$ cat src/sv/hhm_pkg.sv
`default_nettype none

package hhm_pkg;

  localparam int MAX_PATTERN_BYTES = 32;
  localparam int PATTERN_WORDS     = 4;
  localparam int PATTERN_BYTES     = 8 * PATTERN_WORDS;
  localparam int PLEN_W            = 6;

  localparam logic [PLEN_W-1:0] PLEN_MAX = PLEN_W'(MAX_PATTERN_BYTES);

  localparam logic [2:0] VERDICT_MATCH    = 3'd0;
  localparam logic [2:0] VERDICT_NOT_IP   = 3'd1;
  localparam logic [2:0] VERDICT_NOT_TCP  = 3'd2;
  localparam logic [2:0] VERDICT_NO_HOST  = 3'd3;
  localparam logic [2:0] VERDICT_MISMATCH = 3'd4;
  localparam logic [2:0] VERDICT_TRUNC    = 3'd5;

  localparam logic [2:0] CFG_PATTERN_LENGTH = 3'd0;
  localparam logic [2:0] CFG_PATTERN_WORD_0 = 3'd1;
  localparam logic [2:0] CFG_PATTERN_WORD_1 = 3'd2;
  localparam logic [2:0] CFG_PATTERN_WORD_2 = 3'd3;
  localparam logic [2:0] CFG_PATTERN_WORD_3 = 3'd4;

  localparam logic [2:0] KEYWORD_LEN = 3'd6;
  localparam logic [7:0] ETHERTYPE_HI = 8'h08;
  localparam logic [7:0] ETHERTYPE_LO = 8'h00;
  localparam logic [7:0] PROTO_TCP    = 8'h06;
  localparam logic [3:0] MIN_HDR_WORDS = 4'd5;

  typedef struct packed {
    logic [PLEN_W-1:0]                 length;
    logic [PATTERN_BYTES-1:0][7:0]     pattern;
  } hhm_cfg_t;

  typedef struct packed {
    logic       valid;
    logic       last;
    logic [7:0] data;
  } hhm_word_t;

  // "Host: " one character per position
  function automatic logic [7:0] keyword_byte(input logic [2:0] idx);
    logic [7:0] c;
    begin
      case (idx)
        3'd0:    c = 8'h48;
        3'd1:    c = 8'h6f;
        3'd2:    c = 8'h73;
        3'd3:    c = 8'h74;
        3'd4:    c = 8'h3a;
        3'd5:    c = 8'h20;
        default: c = 8'h00;
      endcase
      return c;
    end
  endfunction

endpackage

`default_nettype wire

$ cat src/sv/hhm_parse.sv
`default_nettype none

module hhm_parse
  import hhm_pkg::*;
(
  input  wire logic       clk,
  input  wire logic       rst,
  input  wire hhm_word_t  word,
  input  wire logic       advance,
  input  wire hhm_cfg_t   cfg,
  output logic [2:0]      result
);

  logic [15:0]       pos;
  logic [3:0]        ihl;
  logic [3:0]        tcp;
  logic [15:0]       tot;
  logic [2:0]        kp;
  logic [PLEN_W-1:0] pp;
  logic [2:0]        status;
  logic              final_flag;

  logic [15:0]       pos_next;
  logic [3:0]        ihl_next;
  logic [3:0]        tcp_next;
  logic [15:0]       tot_next;
  logic [2:0]        kp_next;
  logic [PLEN_W-1:0] pp_next;
  logic [2:0]        status_next;
  logic              final_next;

  logic [7:0]        b;
  logic [6:0]        tcp_pos;
  logic [7:0]        hdrs_new;
  logic [7:0]        start;
  logic [16:0]       end17;
  logic [16:0]       p17;
  logic [PLEN_W-1:0] plen;
  logic [PLEN_W-1:0] pp_inc;

  always_comb begin
    b        = word.data;
    plen     = (cfg.length > PLEN_MAX) ? PLEN_MAX : cfg.length;
    tcp_pos  = 7'd26 + {1'b0, ihl, 2'b00};
    hdrs_new = {2'b00, ihl, 2'b00} + {2'b00, b[7:4], 2'b00};
    start    = 8'd14 + {2'b00, ihl, 2'b00} + {2'b00, tcp, 2'b00};
    end17    = {1'b0, tot} + 17'd14;
    p17      = {1'b0, pos};
    pp_inc   = pp + PLEN_W'(1);

    pos_next    = pos;
    ihl_next    = ihl;
    tcp_next    = tcp;
    tot_next    = tot;
    kp_next     = kp;
    pp_next     = pp;
    status_next = status;
    final_next  = final_flag;

    if (pos != 16'hffff) begin
      pos_next = pos + 16'd1;
      if (!final_flag) begin
        if (pos == 16'd12) begin
          if (b != ETHERTYPE_HI) begin
            status_next = VERDICT_NOT_IP;
            final_next  = 1'b1;
          end
        end else if (pos == 16'd13) begin
          if (b != ETHERTYPE_LO) begin
            status_next = VERDICT_NOT_IP;
            final_next  = 1'b1;
          end
        end else if (pos == 16'd14) begin
          ihl_next = b[3:0];
        end else if (pos == 16'd16) begin
          tot_next = {b, 8'h00};
        end else if (pos == 16'd17) begin
          tot_next = {tot[15:8], b};
        end else if (pos == 16'd23) begin
          if (b != PROTO_TCP) begin
            status_next = VERDICT_NOT_TCP;
            final_next  = 1'b1;
          end else if (ihl < MIN_HDR_WORDS) begin
            status_next = VERDICT_NOT_IP;
            final_next  = 1'b1;
          end
        end else if (pos >= 16'd26 && tcp == 4'd0) begin
          if (pos == {9'd0, tcp_pos}) begin
            if (b[7:4] < MIN_HDR_WORDS) begin
              status_next = VERDICT_NOT_TCP;
              final_next  = 1'b1;
            end else begin
              tcp_next = b[7:4];
              if (tot <= {8'd0, hdrs_new}) begin
                status_next = VERDICT_NO_HOST;
                final_next  = 1'b1;
              end
            end
          end
        end else if (tcp != 4'd0) begin
          if (p17 >= {9'd0, start} && p17 < end17) begin
            if (kp < KEYWORD_LEN) begin
              if (b == keyword_byte(kp)) begin
                kp_next = kp + 3'd1;
              end else begin
                kp_next = (b == keyword_byte(3'd0)) ? 3'd1 : 3'd0;
              end
              if (kp_next == KEYWORD_LEN) begin
                if (plen == '0) begin
                  status_next = VERDICT_MATCH;
                  final_next  = 1'b1;
                end else if (p17 + {11'd0, plen} >= end17) begin
                  status_next = VERDICT_MISMATCH;
                  final_next  = 1'b1;
                end else begin
                  pp_next = '0;
                end
              end
            end else begin
              if (b != cfg.pattern[pp[4:0]]) begin
                status_next = VERDICT_MISMATCH;
                final_next  = 1'b1;
              end else begin
                pp_next = pp_inc;
                if (pp_inc >= plen) begin
                  status_next = VERDICT_MATCH;
                  final_next  = 1'b1;
                end
              end
            end
            // payload ran out with nothing decided
            if (!final_next && p17 + 17'd1 == end17) begin
              status_next = VERDICT_NO_HOST;
              final_next  = 1'b1;
            end
          end
        end
      end
    end

    result = final_next ? status_next : VERDICT_TRUNC;

    if (word.last) begin
      pos_next    = '0;
      ihl_next    = '0;
      tcp_next    = '0;
      tot_next    = '0;
      kp_next     = '0;
      pp_next     = '0;
      status_next = VERDICT_TRUNC;
      final_next  = 1'b0;
    end
  end

  always_ff @(posedge clk) begin
    if (rst) begin
      pos        <= '0;
      ihl        <= '0;
      tcp        <= '0;
      tot        <= '0;
      kp         <= '0;
      pp         <= '0;
      status     <= VERDICT_TRUNC;
      final_flag <= 1'b0;
    end else if (advance) begin
      pos        <= pos_next;
      ihl        <= ihl_next;
      tcp        <= tcp_next;
      tot        <= tot_next;
      kp         <= kp_next;
      pp         <= pp_next;
      status     <= status_next;
      final_flag <= final_next;
    end
  end

endmodule

`default_nettype wire

$ cat src/sv/http_host_header_match.sv
// HTTP Host header filter for Ethernet/IPv4/TCP frames.
// Input channel: one frame byte per word (frame_byte, frame_last), moved by
// in_valid / in_stall, starting at the destination MAC.
// Output channel: one word per frame (verdict, host_matched), moved by
// out_valid / out_stall, issued for the word that carries frame_last.
// Configuration: cfg_write with cfg_index 0 sets pattern_length, indexes
// 1 to 4 set pattern_word_0..3 (64 bits, byte k in bits 8k upward). Write
// only while no frame is in flight.
// Throughput: one byte per cycle while in_stall is low. Each byte is held in the input
// register and is parsed by combinational logic into the frame state.
// Verdict path: the last byte is registered in the input register, and the verdict
// is registered in the output register when that byte leaves the input register.
// Stall: a pending verdict holds in the output register while out_stall is
// high; bytes keep flowing until the next last byte reaches the input
// register, which then waits and raises in_stall.
// Reset: clears the pattern registers, the frame state and both valids.
module http_host_header_match
  import hhm_pkg::*;
(
  input  wire logic        clk,
  input  wire logic        rst,
  input  wire logic        in_valid,
  output logic             in_stall,
  input  wire logic [7:0]  frame_byte,
  input  wire logic        frame_last,
  output logic             out_valid,
  input  wire logic        out_stall,
  output logic [2:0]       verdict,
  output logic             host_matched,
  input  wire logic        cfg_write,
  input  wire logic [2:0]  cfg_index,
  input  wire logic [63:0] cfg_data
);

  hhm_cfg_t   cfg;
  hhm_word_t  s1;
  logic       s1_valid_next;
  logic       hold;
  logic       advance;
  logic       out_load;
  logic       out_valid_next;
  logic [2:0] result;

  always_ff @(posedge clk) begin
    if (rst) begin
      cfg <= '0;
    end else if (cfg_write) begin
      unique case (cfg_index)
        CFG_PATTERN_LENGTH: cfg.length <= cfg_data[PLEN_W-1:0];
        CFG_PATTERN_WORD_0: cfg.pattern[7:0]   <= cfg_data;
        CFG_PATTERN_WORD_1: cfg.pattern[15:8]  <= cfg_data;
        CFG_PATTERN_WORD_2: cfg.pattern[23:16] <= cfg_data;
        CFG_PATTERN_WORD_3: cfg.pattern[31:24] <= cfg_data;
        default: ;
      endcase
    end
  end

  // hold the last byte while the previous verdict is still waiting
  assign hold          = s1.valid && s1.last && out_valid && out_stall;
  assign in_stall      = hold;
  assign advance       = s1.valid && !hold;
  assign s1_valid_next = (in_valid && !in_stall) || hold;
  assign out_load      = advance && s1.last;
  assign out_valid_next = out_load || (out_valid && out_stall);

  always_ff @(posedge clk) begin
    if (rst) begin
      s1.valid <= 1'b0;
    end else begin
      s1.valid <= s1_valid_next;
      if (in_valid && !in_stall) begin
        s1.data <= frame_byte;
        s1.last <= frame_last;
      end
    end
  end

  hhm_parse u_parse (
    .clk     (clk),
    .rst     (rst),
    .word    (s1),
    .advance (advance),
    .cfg     (cfg),
    .result  (result)
  );

  always_ff @(posedge clk) begin
    if (rst) begin
      out_valid <= 1'b0;
    end else begin
      out_valid <= out_valid_next;
    end
  end

  always_ff @(posedge clk) begin
    if (out_load) begin
      verdict      <= result;
      host_matched <= (result == VERDICT_MATCH);
    end
  end

  a_match_flag: assert property (@(posedge clk) disable iff (rst)
    out_valid |-> (host_matched == (verdict == VERDICT_MATCH)))
    else $error("host_matched disagrees with verdict");

  a_stall_cause: assert property (@(posedge clk)
    in_stall |-> (s1.valid && s1.last && out_valid && out_stall))
    else $error("input stalled without a blocked verdict");

  a_last_loads: assert property (@(posedge clk) disable iff (rst)
    (s1.valid && s1.last && !in_stall) |=> out_valid)
    else $error("last byte did not produce a verdict");

  a_drain: assert property (@(posedge clk) disable iff (rst)
    (out_valid && !out_stall && !(s1.valid && s1.last)) |=> !out_valid)
    else $error("verdict repeated after being taken");

endmodule

`default_nettype wire
$ cat config.mk
export PLATFORM = sky130hd
export DESIGN_NAME = http_host_header_match
export DESIGN_NICKNAME = d
export VERILOG_FILES = /design/src/sv/hhm_pkg.sv /design/src/sv/hhm_parse.sv /design/src/sv/http_host_header_match.sv
export SDC_FILE = /design/constraint.sdc
export NUM_CORES = 1
export LEC_CHECK = 0
export ABC_CLOCK_PERIOD_IN_PS = 6350
export BUFFER_PORTS_ARGS = -buffer_cell sky130_fd_sc_hd__buf_2
export CORE_ASPECT_RATIO = 2
export CORE_MARGIN = 2
export CORE_UTILIZATION = 60
export DETAILED_ROUTE_END_ITERATION = 6
export PLACE_DENSITY = 0.81
export SLEW_MARGIN = 20
export SYNTH_ARGS = -nofsm -noshare
export SYNTH_HDL_FRONTEND = slang
export SYNTH_SLANG_ARGS = --single-unit
$ cat constraint.sdc
create_clock -name clk -period 6.35 [get_ports clk]
set_input_delay 0.635 -clock clk [delete_from_list [all_inputs] [get_ports clk]]
set_output_delay 0.635 -clock clk [all_outputs]
set_load 0.02 [all_outputs]
Word level (Yosys, flattened, before mapping)
Index checks and enable logic that the tools add are counted.
{"block": "op_classes", "n_addsub": 10, "magnitude_cmp": 11, "n_eq_ne": 37, "muxes": 152, "bitwise": 1, "n_reduce_logical": 43}
{"operator": "two-way mux 3 bit", "count": 53}
{"operator": "two-way mux 16 bit", "count": 9}
{"operator": "two-way mux 8 bit", "count": 14}
{"operator": "two-way mux 6 bit", "count": 18}
{"operator": "two-way mux 4 bit", "count": 18}
{"operator": "equality test 16 x 4 -> 1 bit, second input constant", "count": 3}
{"operator": "equality test 16 x 5 -> 1 bit, second input constant", "count": 3}
{"operator": "case mux 7 bit (6 select lines)", "count": 1}
{"operator": "binary-select mux 8 bit (select 5 bit)", "count": 1}
{"operator": "two-way mux 1 bit", "count": 38}
{"operator": "!= test 2 bit, second input constant", "count": 9}
{"operator": "adder 16 x 1 -> 17 bit, second input constant", "count": 1}
{"operator": "adder 16 x 4 -> 17 bit, second input constant", "count": 1}
{"operator": "adder 16 x 6 -> 17 bit", "count": 1}
{"operator": "equality test 17 bit", "count": 1}
{"operator": ">= comparator 17 bit", "count": 1}
{"operator": "less-than comparator 16 x 17 -> 1 bit", "count": 1}
{"operator": "adder 16 x 1 -> 16 bit, second input constant", "count": 1}
{"operator": "equality test 16 x 7 -> 1 bit", "count": 1}
{"operator": ">= comparator 16 x 5 -> 1 bit, second input constant", "count": 1}
{"operator": ">= comparator 16 x 8 -> 1 bit", "count": 1}
{"operator": "less-or-equal comparator 16 x 8 -> 1 bit", "count": 1}
{"operator": "!= test 16 bit, second input constant", "count": 1}
{"operator": "AND reduction 16 bit", "count": 1}
{"operator": "37 further kinds", "count": 74}
{"block": "totals", "regBits": 330, "output_inout_bits": 6, "word_cells": 302}

Depth between registers and ports, before layout
Gate-level depths: netlist of the first run.
{"block": "depth", "depth_word": 59, "depth_mapped": 23, "depth_no_buf": 23}

Cells and area by module
Synthesis of the first run repeated with hierarchy kept, for this count alone.
{"block": "unflattened", "cells_unflattened": 1969, "hier_area_um2": 19187.2}
{"module": "http_host_header_match", "n_inst": 1, "cells_per_inst": 948, "area_per_inst_um2": 10840.4, "seq_area_each_um2": 5675.4}
{"module": "hhm_parse", "n_inst": 1, "cells_per_inst": 1021, "area_per_inst_um2": 8346.8, "seq_area_each_um2": 1061.0}

Worst setup path before layout of the first run
Ideal clock, no wire load.
{"block": "synth_timing", "kind": "flip-flop to flip-flop", "from": "register u_parse.pos[1]", "to": "register host_matched, data pin", "setup_ps": 256, "arrival_time_ps": 4383, "required_time_ps": 6094, "slack_ps": 1711, "path_stages_with_launch": 23, "period_less_slack_ps": 4639, "cell_sequence": "dfxtp_1 clkbuf_1 inv_1 fa_1 inv_1 a21oi_1 o21bai_1 a21o_1 a21oi_1 or3_1 nor2_1 xor2_1 ha_1 a21oi_1 o21ai_0 a211o_1 a221oi_1 nor2_1 o21ai_0 a21oi_1 o32ai_1 nor2_2 and4b_1"}
{"block": "synth_via", "elab_chain_len": 33, "word_cells_on_any_way": 66}
{"item": "from (decl)", "line": "hhm_parse.sv:14", "source": "logic [15:0] pos;"}
{"item": "from (signal assigned)", "line": "hhm_parse.sv:166", "source": "pos <= pos_next;"}
{"item": "adder 16 x 6 -> 17 bit", "line": "hhm_parse.sv:112", "source": "end else if (p17 + {11'd0, plen} >= end17) begin"}
{"item": ">= comparator 17 bit", "line": "hhm_parse.sv:112"}
{"item": "two-way mux 1 bit", "line": "hhm_parse.sv:112"}
{"item": "two-way mux 1 bit", "line": "hhm_parse.sv:109", "source": "if (plen == '0) begin"}
{"item": "two-way mux 1 bit", "line": "hhm_parse.sv:108", "source": "if (kp_next == KEYWORD_LEN) begin"}
{"item": "two-way mux 1 bit", "line": "hhm_parse.sv:102", "source": "if (kp < KEYWORD_LEN) begin"}
{"item": "two-way mux 1 bit", "line": "hhm_parse.sv:101", "source": "if (p17 >= {9'd0, start} && p17 < end17) begin"}
{"item": "two-way mux 1 bit", "line": "hhm_parse.sv:100", "source": "end else if (tcp != 4'd0) begin"}
{"item": "(+17 left out)"}
{"item": "two-way mux 3 bit or two-way mux 1 bit (tied branches)", "line": "hhm_parse.sv:75", "source": "end else if (pos == 16'd16) begin"}
{"item": "two-way mux 3 bit or two-way mux 1 bit (tied branches)", "line": "hhm_parse.sv:73", "source": "end else if (pos == 16'd14) begin"}
{"item": "two-way mux 3 bit or two-way mux 1 bit (tied branches)", "line": "hhm_parse.sv:68", "source": "end else if (pos == 16'd13) begin"}
{"item": "two-way mux 3 bit or two-way mux 1 bit (tied branches)", "line": "hhm_parse.sv:63", "source": "if (pos == 16'd12) begin"}
{"item": "two-way mux 3 bit or two-way mux 1 bit (tied branches)", "line": "hhm_parse.sv:62", "source": "if (!final_flag) begin"}
{"item": "two-way mux 3 bit or two-way mux 1 bit (tied branches)", "line": "hhm_parse.sv:60", "source": "if (pos != 16'hffff) begin"}
{"item": "two-way mux 3 bit (*)", "line": "hhm_parse.sv:141", "source": "result = final_next ? status_next : VERDICT_TRUNC;"}
{"item": "logical NOT 3 bit (*)", "line": "http_host_header_match.sv:99", "source": "host_matched <= (result == VERDICT_MATCH);"}
{"item": "to (signal assigned)", "line": "http_host_header_match.sv:99"}
{"item": "to (decl)", "line": "http_host_header_match.sv:29", "source": "output logic host_matched,"}
Every way passes the cells marked *; elsewhere a longest branch is shown, timed or not. The select of a mux whose other input is x is not followed.
A chain may end at the register's enable or synchronous reset.

Worst setup path in the final report of the first run
{"block": "layout_timing", "from": "register u_parse.pos[1]", "to": "register verdict[1], data pin"}
{"block": "layout_via", "elab_chain_len": 32, "word_cells_on_any_way": 65}
{"item": "adder 16 x 6 -> 17 bit", "line": "hhm_parse.sv:112"}
{"item": ">= comparator 17 bit", "line": "hhm_parse.sv:112"}
{"item": "two-way mux 1 bit", "line": "hhm_parse.sv:112"}
{"item": "two-way mux 1 bit", "line": "hhm_parse.sv:109"}
{"item": "two-way mux 1 bit", "line": "hhm_parse.sv:108"}
{"item": "two-way mux 1 bit", "line": "hhm_parse.sv:102"}
{"item": "two-way mux 1 bit", "line": "hhm_parse.sv:101"}
{"item": "two-way mux 1 bit", "line": "hhm_parse.sv:100"}
{"item": "(+17 left out)"}
{"item": "two-way mux 3 bit or two-way mux 1 bit (tied branches)", "line": "hhm_parse.sv:75"}
{"item": "two-way mux 3 bit or two-way mux 1 bit (tied branches)", "line": "hhm_parse.sv:73"}
{"item": "two-way mux 3 bit or two-way mux 1 bit (tied branches)", "line": "hhm_parse.sv:68"}
{"item": "two-way mux 3 bit or two-way mux 1 bit (tied branches)", "line": "hhm_parse.sv:63"}
{"item": "two-way mux 3 bit or two-way mux 1 bit (tied branches)", "line": "hhm_parse.sv:62"}
{"item": "two-way mux 3 bit or two-way mux 1 bit (tied branches)", "line": "hhm_parse.sv:60"}
{"item": "two-way mux 3 bit (*)", "line": "hhm_parse.sv:141"}
{"item": "net result[1]", "line": "http_host_header_match.sv:42", "source": "logic [2:0] result;"}
{"item": "to (signal assigned)", "line": "http_host_header_match.sv:98", "source": "verdict <= result;"}
{"item": "to (decl)", "line": "http_host_header_match.sv:28", "source": "output logic [2:0] verdict,"}
Mark *: on every way through the listed nets, which the timed path passes. The rest lies on a longest branch. The select of a mux whose other input is x is not followed.

==> flow_summary.ini, run 1 <==
[placement]
portBuffers = 86
globalplace.congestion = 1.00
hpwl_mm = 39.6

[timing]
rsz0062_at_grt = no
hold_ws_ns = 0.240
fmax_ghz = 0.185
finalCriticalPeriod_ns = 5.41
setup_viol = 0
tightest_slew_ns = 1.24
fin_crit_sh_pct = 85.2
drv_slew = 0
finalHoldViolations = 0
clock_skew_ns = 0.0253
relSlewSlack_pct = 16.7
fin_tns_setup_ns = 0

[global_routing]
antenna_found_initial = 1
overflow = 0
grt_usage_pct = 34.6
grt_pass1_vias = 15900
grt_max_degree = 144
grt_pass1_wl_mm = 85.0

[clocking]
cts_tree = built
h-tree-depth = 1
hold_buffers = 0
cts.reportedPaths.clkPinSlew_ns = 0.07
insertion_delay_ns = 0.57
post_cts_resized = 0
numCtsBuffers = 29
root_buffer = clkbuf_16
clock_sinks = 330
cts_setup_buffers = 0
clk_path_buf_depth = 3

[floorplanning]
io_pins = 87
dieHeight_um = 248
core_mm2 = 0.0294
fp-row-count = 89
design.die.area_mm2 = 0.0312
start_util_pct = 60.6
die_x_um = 126

[power_and_ir_drop]
p_comb_share_pct = 7.0
swShare_pct = 24.2
seqPwrFrac_pct = 51.8
ir_drop_uv = 217
clkPwrFrac_pct = 41.2
p_leak_nw = 6.92
power_switching_w = 0.00100
p_int_w = 0.00314
powerDensity_mw_per_mm2 = 216

[worst_setup_path]
cpMostUsedCell = a21oi_1
critPathMaxFanout = 12
arrival_ns = 5.73
path_cells = inv_1, fa_1, inv_1, a21oi_1, o21bai_1, a21o_1, a21oi_1, or3_1, nor2_1, xor2_1, ha_1, a21oi_1, o21ai_0, a211o_1, a221oi_1, nor2_1, o21ai_0, a211oi_1, a22oi_1, a21o_1, and3_1
slowest_stage = nor2_1
crit_required_ns = 6.67
path_class = reg2reg
cp_slowest_stage_delay_ns = 0.69
start_kind = register
endpoint_kind = register
crit_family = compound AO/OA/AOI/OAI gates
path_buf_inv = 2
worstRegToRegCells = 21
cp_num_cells = 21

[synthesis]
async_flop_share_pct = 0
netlist_instances = 2170
yosysWarnings = 0
ys_seq_area_share_pct = 37.8
ys_seq_elements = 330
synthFlopType = dfxtp_1
syn_avg_cell_area_um2 = 8.21
synthDistinctLibCells = 83
synth-edff-count = 13
synth_fp_nets = 2333
netlist_area_mm2 = 0.0178

[routing]
via_count = 16100
first_pass_iters = 6
via_per_inst = 6.32
wl_per_cell_um = 21.6
dr.first_iter.drc_count = 1246
postRouteWirelength_mm = 54.9
postRouteAntennaNets = 0
drc = 0

[job]
drv_cap = 0

[final_layout]
layout_common_cells = nand2_1 (580), a21oi_1 (322), dfxtp_1 (315)
drive_above_1_share_pct = 11.7
diodes = 0
area_growth_syn_to_layout_pct = 7.90
nNetsFinal = 2330
final_common_cell = nand2_1

[min_path]
holdPathStages = 1
hold_class = in2reg

[run_status]
outcome = finished, final reports clean
==> Yosys cell counts, types with 12 or more instances <==
cell type	n	area share (%)
o21ai_0	36	1.0
nor2b_1	19	0.67
or3_1	14	0.49
nor2_1	103	2.2
a31oi_1	13	0.46
xor2_1	21	1.0
nand3_1	34	0.96
buf_2	16	0.45
a21o_1	22	0.93
mux2_2	21	1.3
edfxtp_1	13	2.2
nand2_1	580	12
clkbuf_1	107	2.3
dfxtp_1	317	36
a21oi_1	322	9.0
a211oi_1	12	0.51
ha_1	79	5.5
mux2i_1	27	1.5
mux4_2	51	6.4
o22ai_1	15	0.53
xnor2_1	51	2.5
inv_1	39	0.82
nand4_1	13	0.46
nor3_1	32	0.90
a22oi_1	21	0.89
and2_1	12	0.42
==> per-stage QoR <==
| stage | instance area, um^2 | cells | power (W) | setup WS, ns | utilization [%] |
|---|---|---|---|---|---|
| finish | 19200 | 2548 | 0.00415 | 0.939 | 65.4 |
| global route | 19200 | 2548 | 0.00426 | 0.625 | 65.4 |
| floorplan | 17800 | 2170 | 0.00236 | 1.71 | - |
| CTS | 19200 | 2548 | 0.00415 | 1.04 | 65.3 |
| global placement | 18300 | 2499 | 0.00247 | 1.16 | 62.3 |
| detailed placement | 18300 | 2500 | 0.00248 | 1.06 | 62.3 |
==> layer usage <==
metal  up-vias  wire [um]  track usage (%)
li1       7548          -                -
met1      7618      17600             33.0
met2       657      28500             63.3
met4         2       5890             31.0
met5         -         16                0
met3       287       2870             5.28
==> cell type report <==
| class | instances | area, um^2 |
|---|---|---|
| fill | 2478 | 10200 |
| clock buffer | 39 | 803 |
| clock inverter | 9 | 82.6 |
| inverter | 41 | 154 |
| timing repair buffer | 110 | 637 |
| sequential | 330 | 6740 |
| multi-input combinational | 1655 | 10300 |
| tap | 364 | 455 |
==> registers in the layout, summed over array words and instances (netlist names), 3 cells and up <==
register        count
s1                 10
u_parse.status      3
u_parse.ihl         4
u_parse.tot        16
u_parse.pos        16
u_parse.pp          6
cfg               262
u_parse.tcp         4
verdict             3
u_parse.kp          3
==> cell families (layout without fill, tap and decap cells) <==
kind of cell | after synthesis | in the layout | synth area share (%)
xor+xnor | 75 | 75 | 3.93
simple gates | 888 | 888 | 22.0
mux | 99 | 99 | 9.29
flops | 330 | 330 | 37.8
buf+inv | 185 | 199 | 4.31
fa+ha+maj | 82 | 82 | 5.89
compound gates | 511 | 511 | 16.7
==> final timing paths <==
check | from | end | slack (ns)
worst max-delay path | u_parse.pos[1] | verdict[1] | 0.94
worst min-delay path | frame_byte[5] | s1[5] | 0.24
worst max register to register | u_parse.pos[1] | verdict[1] | 0.94
worst min register to register | cfg[238] | cfg[238] | 0.45
==> worst reg2reg max path: cells and delay by family (launching register included) <==
kind                       cells  cell delay (ns)
xor gates and xnor gates       1             0.09
and+or+nand+nor                4             1.48
DFF                            1             0.60
AOI/OAI and AO/OA             12             1.93
buffers and inverters          2             0.26
adders and majority gates      2             0.80
==> power groups by stage <==
| stage | clock, W | sequential, W | combinational, W |
|---|---|---|---|
| 3_3_place_gp | 0 | 0.00219 | 0.000275 |
| 6_report | 0.00171 | 0.00215 | 0.000290 |
| 2_1_floorplan | 0 | 0.00219 | 0.000171 |
| 5_1_grt | 0.00179 | 0.00215 | 0.000313 |
| 4_1_cts | 0.00172 | 0.00215 | 0.000285 |
| 3_5_place_dp | 0 | 0.00220 | 0.000283 |
Note: power is estimated with default switching activity, not from simulation.
==> run 2: changes to the inputs <==
- CORE_UTILIZATION: 60 -> 35
- PLACE_DENSITY: 0.81 -> 0.53
- TNS_END_PERCENT: default -> 100
==> run 2 against run 1 <==
Utilization down 26 points; combinational power about the same; final area grew 2.5%; final cell count rose by 12%; global-route usage down 12 points; non-clock buffer count grew 1; clock power rose by 9%; register-to-register slack better by 0.06 ns; critical path type unchanged; largest cell class unchanged; sequential cell count is the same.
==> flow_summary.ini, run 2 (synthesis results as in run 1) <==
[timing]
finalCriticalPeriod_ns = 5.35
setup_ws_ns = 1.00
drv_slew = 0
setup_viol = 0
fin_crit_sh_pct = 84.2
rsz0062_at_grt = no
relSlewSlack_pct = 26.2
tightest_slew_ns = 1.11
fin_tns_setup_ns = 0
fmax_ghz = 0.187
clock_skew_ns = 0.0220
finalHoldViolations = 0

[floorplanning]
core_mm2 = 0.0507
dieHeight_um = 323
fp-row-count = 117
design.die.area_mm2 = 0.0528
start_util_pct = 35.2
die_x_um = 164
io_pins = 87

[global_routing]
grt_max_degree = 230
grt_pass1_wl_mm = 92.8
overflow = 0
antenna_found_initial = 4
grt_usage_pct = 23.1
grt_pass1_vias = 15600

[final_layout]
drive_above_1_share_pct = 11.9
largest_reg_flops = 262
fin_area_mm2 = 0.0197
reg_top3 = cfg (262), u_parse.pos (16), u_parse.tot (16)
layout_common_cells = nand2_1 (580), a21oi_1 (322), dfxtp_1 (315)
fillers = 5304
final_common_cell = nand2_1
nNetsFinal = 2333
area_growth_syn_to_layout_pct = 10.6
top_register = cfg

[clocking]
hold_buffers = 0
root_buffer = clkbuf_16
insertion_delay_ns = 0.60
numCtsBuffers = 31
h-tree-depth = 1
post_cts_resized = 0
clock_sinks = 330
clk_path_buf_depth = 3
cts.reportedPaths.clkPinSlew_ns = 0.07
cts_setup_buffers = 0
cts_tree = built

[min_path]
holdPathStages = 1
hold_class = in2reg

[job]
drv_cap = 0

[routing]
drc = 0
dr.first_iter.drc_count = 894
postRouteWirelength_mm = 60.9
postRouteAntennaNets = 0
first_pass_iters = 7
via_per_inst = 5.47
via_count = 15600
wl_per_cell_um = 21.4

[power_and_ir_drop]
ir_drop_uv = 211
p_leak_nw = 6.96
powerDensity_mw_per_mm2 = 219

[worst_setup_path]
start_kind = register
critPathMaxFanout = 12
arrival_ns = 5.70
path_class = reg2reg
worstRegToRegCells = 21
endpoint_kind = register
crit_required_ns = 6.70

[placement]
globalplace.congestion = 0.920
dpl_cell_area_mm2 = 0.0187
portBuffers = 86
hpwl_mm = 44.5
post-place-ws_ns = 1.08

[run_status]
outcome = finished, final reports clean
run 2: cell types whose count changed in the layout (fill, tap and decap cells not counted), moves of 2 or more:
cell	previous run	this run
clkbuf_16	29	31
clkbuf_8	4	8
clkbuf_1	6	4
diode_2	0	3
clkinvlp_4	0	2
run 2: final timing paths:
kind                       start            to  slack [ns]
hold / removal     frame_byte[1]         s1[1]        0.22
setup / recovery  u_parse.pos[1]  host_matched        1.00
setup reg to reg  u_parse.pos[1]  host_matched        1.00
hold reg to reg          cfg[84]       cfg[84]        0.45
run 2: critical path: stages (launching register included):
cell	delay, ns
dfxtp_1	0.61
inv_1	0.19
fa_1	0.49
inv_1	0.08
a21oi_1	0.06
o21bai_1	0.20
a21o_1	0.16
a21oi_1	0.12
or3_1	0.46
nor2_1	0.15
xor2_1	0.17
ha_1	0.26
a21oi_1	0.15
o21ai_0	0.11
a211o_1	0.29
a221oi_1	0.22
nor2_1	0.23
o21ai_0	0.32
a21oi_1	0.15
o32ai_1	0.38
nor2_2	0.10
and4b_1	0.22
run 2: layout make-up:
type	count	area (um^2)	area share, %
diodes	3	7.51	0.0381
clock buffers	43	901	4.57
clock inverters	8	77.6	0.394
inverters	41	154	0.782
multi-input cells	1655	10300	52.5
flip-flops and latches	330	6740	34.2
well taps	654	818	4.16
repair buffers	111	653	3.32
run 2: through the flow:
step,utilization [%],instances,hold WS [ns],total power (W)
2_1_floorplan,-,2170,0.433,0.00236
3_3_place_gp,36.9,2791,0.438,0.00248
3_5_place_dp,36.9,2791,0.443,0.00249
4_1_cts,38.9,2842,0.201,0.00436
5_1_grt,38.9,2843,0.212,0.00446
6_report,38.9,2845,0.220,0.00431
run 2: routing by layer:
metal / vias up / track usage, % / wire length [um]
met3: 172 / 2.37 / 2060
met1: 7429 / 22.7 / 20800
met4: 2 / 17.0 / 5220
met5: - / 0 / 13
met2: 428 / 44.0 / 32900
li1: 7542 / - / -
run 2: report_power, final:
part / internal [W] / switching (W) / leakage [nW]
Combinational: 0.0000964 / 0.000196 / 3.80
Sequential: 0.00212 / 0.0000294 / 2.68
Clock: 0.00102 / 0.000843 / 0.479
==> run 3: changes to the inputs <==
- ABC_CLOCK_PERIOD_IN_PS: 6350 -> 5580
- clock period: 6.35 -> 5.58 ns (I/O delays scaled with it)
==> run 3 against run 2 <==
Via count barely moved; combinational power is 14% higher; setup slack worse by 0.68 ns; die area is the same; global-route usage down 0.31 points; largest cell class unchanged; largest power group unchanged.
==> flow_summary.ini, run 3 (synthesis results as in run 1) <==
[min_path]
min_to = s1[0]
min_from = frame_byte[0]
hold_class = in2reg
holdPathStages = 1

[worst_setup_path]
worstRegToRegCells = 23
path_class = reg2reg
critPathMaxFanout = 4
arrival_ns = 5.60
reg2reg_slack_ns = 0.33
timing.rr.end = verdict[1]
crit_required_ns = 5.92
reg2reg_from = cfg[256]
start_kind = register
endpoint_kind = register

[clocking]
numCtsBuffers = 31
clk_path_buf_depth = 3
cts_setup_buffers = 0
cts_tree = built
h-tree-depth = 1
insertion_delay_ns = 0.59
clock_sinks = 330
root_buffer = clkbuf_16
cts.reportedPaths.clkPinSlew_ns = 0.07

[routing]
drc = 0
via_count = 15600
postRouteWirelength_mm = 60.2
wl_per_cell_um = 21.0
first_pass_iters = 7
via_per_inst = 5.44
postRouteAntennaNets = 0
dr.first_iter.drc_count = 785

[timing]
drv_slew = 0
finalCriticalPeriod_ns = 5.25
finalHoldViolations = 0
fmax_ghz = 0.190
relSlewSlack_pct = 28.4
fin_tns_setup_ns = 0
setup_viol = 0
rsz0062_at_grt = no
fin_crit_sh_pct = 94.2
tightest_slew_ns = 1.06
clock_skew_ns = 0.0103

[power_and_ir_drop]
p_leak_nw = 7.06
powerDensity_mw_per_mm2 = 251
ir_drop_uv = 239

[final_layout]
regArea_mm2 = 0.00674
top_register = cfg
reg_top3 = cfg (262), u_parse.pos (16), u_parse.tot (16)
area_growth_syn_to_layout_pct = 11.4
fillers = 5344
largest_reg_flops = 262
nNetsFinal = 2349
multi_input_area_mm2 = 0.0103
drive_above_1_share_pct = 12.7
final_common_cell = nand2_1
stdcell_count = 2866
layout_common_cells = nand2_1 (580), a21oi_1 (322), dfxtp_1 (315)

[floorplanning]
dieHeight_um = 323
die_x_um = 164
start_util_pct = 35.2
io_pins = 87
design.die.area_mm2 = 0.0528
core_mm2 = 0.0507
fp-row-count = 117

[global_routing]
grt_pass1_vias = 15400
grt_usage_pct = 22.8
grt_pass1_wl_mm = 91.4
overflow = 0
antenna_found_initial = 6
grt_max_degree = 123

[placement]
dp.cells = 2807
portBuffers = 86
hpwl_mm = 44.6
globalplace.congestion = 0.906

[job]
drv_cap = 0

[run_status]
outcome = finished, final reports clean
[run 3: cell types whose count changed in the layout (fill, tap and decap cells not counted)]
cell / before / now
clkbuf_8: 8 / 4
buf_4: 23 / 40
o21ai_1: 3 / 5
o21ai_2: 1 / 0
clkinv_2: 3 / 8
o21ai_0: 36 / 35
clkbuf_1: 4 / 5
bufinv_16: 1 / 3
inv_4: 0 / 1
buf_12: 2 / 1
[run 3: power breakdown]
group / internal, W / total (W) / switching (W)
logic: 0.000110 / 0.000334 / 0.000224
registers: 0.00242 / 0.00245 / 0.0000329
clock network: 0.00121 / 0.00219 / 0.000979
[run 3: worst max-delay path by stage]
| stage | from | to | slack [ns] | depth (start not counted) |
|---|---|---|---|---|
| floorplan | u_parse.pos[1] | host_matched | 0.94 | 22 |
| global placement | cfg[256] | verdict[1] | 0.36 | 23 |
| detailed placement | cfg[256] | verdict[1] | 0.33 | 23 |
| CTS | cfg[256] | verdict[1] | 0.29 | 23 |
| global route | cfg[256] | host_matched | 0.05 | 23 |
| finish | cfg[256] | verdict[1] | 0.33 | 23 |
[run 3: metrics by stage]
| stage | util (%) | cell area (um^2) | power (W) | setup WS, ns | hold WS (ns) |
|---|---|---|---|---|---|
| CTS | 39.1 | 19800 | 0.00504 | 0.287 | 0.108 |
| detailed placement | 37.1 | 18800 | 0.00284 | 0.335 | 0.444 |
| floorplan | - | 17800 | 0.00268 | 0.941 | 0.433 |
| finish | 39.2 | 19800 | 0.00498 | 0.326 | 0.144 |
| global placement | 37.1 | 18800 | 0.00283 | 0.358 | 0.438 |
| global route | 39.2 | 19800 | 0.00514 | 0.0505 | 0.118 |
[run 3: repair_timing]
action / in CTS / in global routing
endpoints found under the setup margin: 0 / 2
hold buffers: 0 / 0
resized for setup: 0 / 1
[run 3: per-layer routing]
layer / up-vias / share of wire (%) / track usage, %
met4: 6 / 7.4 / 15.1
met1: 7450 / 34 / 22.2
met3: 147 / 3.4 / 2.41
met2: 381 / 55 / 44.4
li1: 7596 / - / -
met5: - / 0.063 / 0
[run 3: final cells by class]
| type | count | share of cell area, % |
|---|---|---|
| antenna | 3 | 0.0378 |
| multi-input combinational | 1655 | 52.1 |
| timing repair buffer | 127 | 3.84 |
| inverter | 41 | 0.776 |
| tap | 654 | 4.13 |
| sequential | 330 | 34.0 |
| clock inverter | 16 | 0.852 |
| clock buffer | 40 | 4.28 |
[run 3: worst max-delay path, cell delays in order (launching register included)]
cell	delay [ns]
dfxtp_1	0.35
nor2b_1	0.20
ha_1	0.20
inv_1	0.05
fa_1	0.42
inv_1	0.08
a21oi_1	0.06
o21bai_1	0.19
a21o_1	0.16
a21oi_1	0.12
or3_1	0.47
nor2_1	0.16
xor2_1	0.09
ha_1	0.31
a21oi_1	0.06
o21ai_0	0.23
a211o_1	0.16
a221oi_1	0.05
nor2_1	0.56
o21ai_1	0.21
a211oi_1	0.35
a22oi_1	0.16
a21o_1	0.20
and3_1	0.18
